**config.mk**
```make
export PLATFORM = sky130hd
export DESIGN_NAME = wra_ctrl
export DESIGN_NICKNAME = d
export VERILOG_FILES = /design/src/weighted_response_accumulator_top_defines.svh /design/src/wra_pkg.sv /design/src/wra_ctrl.sv
export SDC_FILE = /design/constraint.sdc
export NUM_CORES = 1
export LEC_CHECK = 0
export ABC_AREA = 0
export BUFFER_PORTS_ARGS = -buffer_cell sky130_fd_sc_hd__buf_2
export CORE_AREA = 2 2 39 41
export DETAILED_ROUTE_END_ITERATION = 16
export DIE_AREA = 0 0 41 43
export HOLD_SLACK_MARGIN = 0.1
export PLACE_DENSITY = 0.33
export SYNTH_ARGS = -nofsm -noshare
export SYNTH_HDL_FRONTEND = slang
export SYNTH_SLANG_ARGS = --single-unit
export TNS_END_PERCENT = 50
```
**constraint.sdc**
```tcl
create_clock -name clock -period 1.7 [get_ports clock]
set_input_delay 0.34 -clock clock [delete_from_list [all_inputs] [get_ports clock]]
set_output_delay 0.34 -clock clock [all_outputs]
set_load 0.01 [all_outputs]
```
**src/weighted_response_accumulator_top_defines.svh**
```systemverilog
// ----------------------------------------------------------------------------
// Weighted response accumulator assertion macros
// Shared concurrent assertion shorthands for the accumulator RTL.
// ----------------------------------------------------------------------------
`ifndef WEIGHTED_RESPONSE_ACCUMULATOR_TOP_DEFINES_SVH
`define WEIGHTED_RESPONSE_ACCUMULATOR_TOP_DEFINES_SVH

// Checked property, masked while reset is high.
`define WRA_ASSERT(label, clk, rst, prop, msg) \
   label: assert property (@(posedge clk) disable iff (rst) prop) else $error(msg);

// Checked property, also during reset.
`define WRA_ASSERT_ALWAYS(label, clk, prop, msg) \
   label: assert property (@(posedge clk) prop) else $error(msg);

`endif

```
**src/wra_pkg.sv**
```systemverilog
// ----------------------------------------------------------------------------
// Weighted response accumulator package
// Shared types, codes and sizing defaults.
// ----------------------------------------------------------------------------
package wra_pkg;

   localparam int SAMPLES_DEF    = 16;
   localparam int MODES_DEF      = 8;
   localparam int STAMP_SIZE_DEF = 9;

   localparam int COUNT_W  = 20;
   localparam int WSUM_W   = 48;
   localparam int RSUM_W   = 64;
   localparam int FCOUNT_W = 20;
   localparam int GFRAC_W  = 17;
   localparam int THRESH_W = FCOUNT_W + GFRAC_W;

   localparam logic [1:0] OP_ADD_RESP = 2'd0;
   localparam logic [1:0] OP_ADD_SUP  = 2'd1;
   localparam logic [1:0] OP_READ     = 2'd2;

   localparam logic [1:0] STAT_OK        = 2'd0;
   localparam logic [1:0] STAT_BAD_INDEX = 2'd1;
   localparam logic [1:0] STAT_OVERFLOW  = 2'd2;

   localparam logic CSR_FRAME_COUNT   = 1'b0;
   localparam logic CSR_GOOD_FRACTION = 1'b1;

   typedef enum logic [2:0] {
      ST_CLEAR,
      ST_IDLE,
      ST_ADDR,
      ST_READ,
      ST_EXEC,
      ST_DIV
   } state_type;

   typedef struct packed {
      logic clear;
      logic capture;
      logic calc;
      logic read;
      logic exec;
   } cmd_type;

   typedef struct packed {
      logic clear_last;
      logic need_div;
      logic div_done;
   } stat_type;

endpackage

```
**src/wra_ctrl.sv**
```systemverilog
// ----------------------------------------------------------------------------
// Accumulator controller
// Sequences clear sweep, address, memory read, execute and divide steps.
// ----------------------------------------------------------------------------
module wra_ctrl (
   input  logic               clock,
   input  logic               reset,
   input  logic               start,
   output logic               busy,
   output wra_pkg::cmd_type   cmd,
   input  wra_pkg::stat_type  stat
);
   import wra_pkg::*;

   state_type state_ff, state_in;

   always_ff @(posedge clock) begin
      if (reset) begin
         state_ff <= ST_CLEAR;
      end else begin
         state_ff <= state_in;
      end
   end

   always_comb begin
      state_in = state_ff;
      cmd      = '0;
      unique case (state_ff)
         ST_CLEAR: begin
            cmd.clear = 1'b1;
            if (stat.clear_last) begin
               state_in = ST_IDLE;
            end
         end
         ST_IDLE: begin
            cmd.capture = start;
            if (start) begin
               state_in = ST_ADDR;
            end
         end
         ST_ADDR: begin
            cmd.calc = 1'b1;
            state_in = ST_READ;
         end
         ST_READ: begin
            cmd.read = 1'b1;
            state_in = ST_EXEC;
         end
         ST_EXEC: begin
            cmd.exec = 1'b1;
            state_in = stat.need_div ? ST_DIV : ST_IDLE;
         end
         ST_DIV: begin
            if (stat.div_done) begin
               state_in = ST_IDLE;
            end
         end
         default: begin
            state_in = ST_IDLE;
         end
      endcase
   end

   assign busy = (state_ff != ST_IDLE);

endmodule

```
Word-level counts from Yosys, hierarchy flattened

Cells that the tools add are included.

Bits in writable memories: 0
Register bits: 3
Bits in latches: 0
Bits in read-only memories: 0
Memories kept: 0
Input bits: 6
Word-level logic and storage cells: 22

Shift-type cells: 0
Eq/ne operators: 9
Muxes and demuxes: 10
Multipliers: 0
$lt $le $gt $ge: 0
Bitwise logic cells: 0
Reductions and logical operators: 2
Divide/modulo/power cells: 0
$add $sub $neg: 0

Operators by type and width:

| operator                                                                | number |
|---|---|
| 3-bit case mux with 6 select lines                                      | 1 |
| 3-bit two-way mux                                                       | 4 |
| 3-bit by 2-bit == test with 1-bit output, second input constant         | 2 |
| 3-bit == test, second input constant                                    | 2 |
| 2-bit inequality test, second input constant                            | 3 |
| 1-bit two-way mux                                                       | 5 |
| 3-bit by 1-bit == test with 1-bit output, second input constant         | 1 |
| 3-bit logical NOT                                                       | 1 |
| 3-bit by 1-bit inequality test with 1-bit output, second input constant | 1 |
| 3-bit AND reduction                                                     | 1 |

Depth between registers and ports, before layout

Depth in word-level cells: 3
Gate-level depth with buffers: 3

Worst setup path before layout

OpenSTA, ideal clock, no wires.

Kind: reg-to-output
Start: register state_ff[1]
End: output port cmd[3] (netlist bit)
Buffers on the path: 1
Setup slack: 425 ps
Stages on the path, launching flop included: 4
Arrival time: 935 ps
Cell sequence: dfxtp_1 > buf_6 > or3b_4 > nor2_2

RTL lines:

| element                  | line           | RTL |
|---|---|---|
| start: declaration       | wra_ctrl.sv:15 | `state_type state_ff, state_in;` |
| start signal: assignment | wra_ctrl.sv:21 | `state_ff <= state_in;` |
| end: declaration         | wra_ctrl.sv:10 | `output wra_pkg::cmd_type cmd,` |

==> impl_metrics.yaml <==
run_status:
  status: "completed"
power_and_ir_drop:
  switching_share_pct: 26.8
  internal_power_mw: 0.190
  combPwrFrac_pct: 17.7
  p_leak_nw: 0.135
  power_mw: 0.260
  powerDensity_nw_per_um2: 899
  p_switching_mw: 0.0697
  power_frac_seq_pct: 33.7
  clock_power_share_pct: 48.6
  vdd_ir_drop_max_v: 0.000355
worst_setup_path:
  ff2ff_setup_slack_ns: 0.71
  worstReg2RegEnd: "state_ff[2]$_SDFFE_PP0P_"
  cp-start-kind: "register"
  cp_data_required_time_ns: 1.36
  critPathMaxFanout: 11
  r2r-start: "state_ff[2]$_SDFFE_PP0P_"
  timing_worst_setup_path_type: "register to output port"
  end_kind: "output port"
  ff2ff_path_depth: 2
  crit_arrival_ns: 1.24
drt:
  vias: 217
  drt_iter0_drc: 1
  dr.pass1.iters: 2
  wl_per_cell_um: 9.23
  wl_um: 489
  routed_via_density: 4.09
  ant_nets: 0
  drc: 0
cells_and_area:
  drive_gt1_share_pct: 48.6
  final_cell_mix: "11 x buf_2, 3 x clkbuf_4, 2 x nor3_1, 2 x a211oi_1, 2 x dfxtp_1"
  n_fill_cell: 168
  reg.largest.list: "state_ff x3"
  largest_register: "state_ff"
  layout.cells.most_common: "buf_2"
  area_delta_synth_final_pct: 42.6
  final_nets: 44
  diodes: 0
  largest_reg_flops: 3
synthesis:
  synth_top_area_share_pct: 29.6
  yosys-top-cells-count: "3 x dfxtp_1, 2 x a211oi_1, 2 x nor3_1"
  post-synth-top-count-cell: "dfxtp_1"
  syn_avg_cell_area_um2: 8.45
  ys_async_sr_fraction_pct: 0
  synth_top_cells_by_area: "dfxtp_1 30%, a211oi_1 7.4%, and4bb_1 6.2%"
  synth_top_area_cell: "dfxtp_1"
  synth_nets: 30
  syn_area_um2: 203
  yosys.cell_types.count: 20
  synth_ff_type: "dfxtp_1"
  synth_edf_count: 0
  ys_ff_latch: 3
  yosys_warnings: 0
  synthCells: 24
  ys_seq_area_share_pct: 29.6
sta:
  worst_hold_slack_ns: 0.306
  fin_crit_ns: 1.58
  tns_ns: 0
  finClkSkew_ns: 0.00273
  final_min_period_over_clock_period_pct: 93.1
  slew_viol_final: 0
  relSlewSlack_pct: 79.9
  fmax_mhz: 632
  hold_viol: 0
  setup_viol: 0
  tightest_slew_ns: 0.300
  grt_setup_unrepaired: "false"
clock_network:
  cts_tree: "yes"
  cts_root_buf: "clkbuf_4"
  h-tree-depth: 1
  path_clk_slew_ns: 0.04
  cts_setup_buffers: 0
  clkSinkCount: 3
  cts_made_buffers: 3
  cts_max_path_buffers: 2
  clock_latency_ns: 0.23
die:
  pin_count: 12
  die_w_um: 41
  dieArea_um2: 1760
  start_util_pct: 14.6
  core_region_area_um2: 1380
  die_y_um: 43
  fp-row-count: 14
global_route:
  grt_usage_pct: 8.22
  antenna_found_initial: 0
  grt_remaining_overflow: 0
  grt_pass1_wl_um: 897
  grt_pass1_vias: 216
  grt_max_degree: 12
min_path:
  hp-class: "input pin to register"
  min_path_cells: 2
  hold_end: "state_ff[0]$_SDFFE_PP0P_"
  hp-start: "reset"
placement:
  gp_congestion: 0.716
  numPortBuffers: 11
  dpl.hpwl_um: 349
job:
  drv_cap: 0
## final cells by class
class / instances / area (um2) / area share [%]
clock buffer: 4 / 26.3 / 9.09
inverter: 2 / 7.51 / 2.60
multi-input combinational: 17 / 119 / 41.1
sequential: 3 / 61.3 / 21.2
tap: 16 / 20.0 / 6.93
timing repair buffer: 11 / 55.1 / 19.0
## stage by stage
step                util (%)  std cells  instance area, um2  setup slack [ns]
floorplan                  -         24                 203             0.425
global placement        18.9         49                 262             0.274
detailed placement      18.9         49                 262             0.261
CTS                     20.8         53                 288           0.00408
global route            20.9         53                 289            0.0366
finish                  20.9         53                 289             0.117
## kinds of logic (layout without fill, tap and decap cells)
logic type / Yosys count / after routing / share of synthesized area, %
simple gates: 13 / 13 / 43.2
compound gates: 4 / 4 / 15.4
buf+inv: 4 / 17 / 11.7
flops: 3 / 3 / 29.6
## power by group through the flow
stage          sequential [mW]  combinational, mW  clock, mW
2_1_floorplan           0.0788             0.0400          0
3_3_place_gp            0.0877             0.0467          0
3_5_place_dp            0.0879             0.0466          0
4_1_cts                 0.0870             0.0471      0.131
5_1_grt                 0.0899             0.0528      0.144
6_report                0.0876             0.0460      0.126
## worst max-delay path by stage
stage,start,end
2_1_floorplan,state_ff[1]$_SDFFE_PP0P_,cmd[3]
5_1_grt,state_ff[0]$_SDFFE_PP0P_,cmd[3]
3_3_place_gp,state_ff[0]$_SDFFE_PP0P_,cmd[3]
3_5_place_dp,state_ff[0]$_SDFFE_PP0P_,cmd[3]
6_report,state_ff[0]$_SDFFE_PP0P_,cmd[3]
4_1_cts,state_ff[0]$_SDFFE_PP0P_,cmd[3]
## worst max-delay path, cell delays in order, from the launching register on
cell and delay [ns]:
dfxtp_2 0.40, or3b_4 0.41, nor2_2 0.08, buf_2 0.12
## metal layers
metal | GRT usage (%) | part of all wire, %
met4 | 6.00 | 0
met3 | 6.28 | 10
met5 | 0 | 0
met2 | 9.06 | 41
met1 | 10.2 | 49
## timing repair
action                                  in CTS  in global routing
resized for setup                            0                  1
endpoints found under the setup margin       0                  2
hold buffers                                 0                  0
Note: power is estimated with default switching activity, not from simulation.
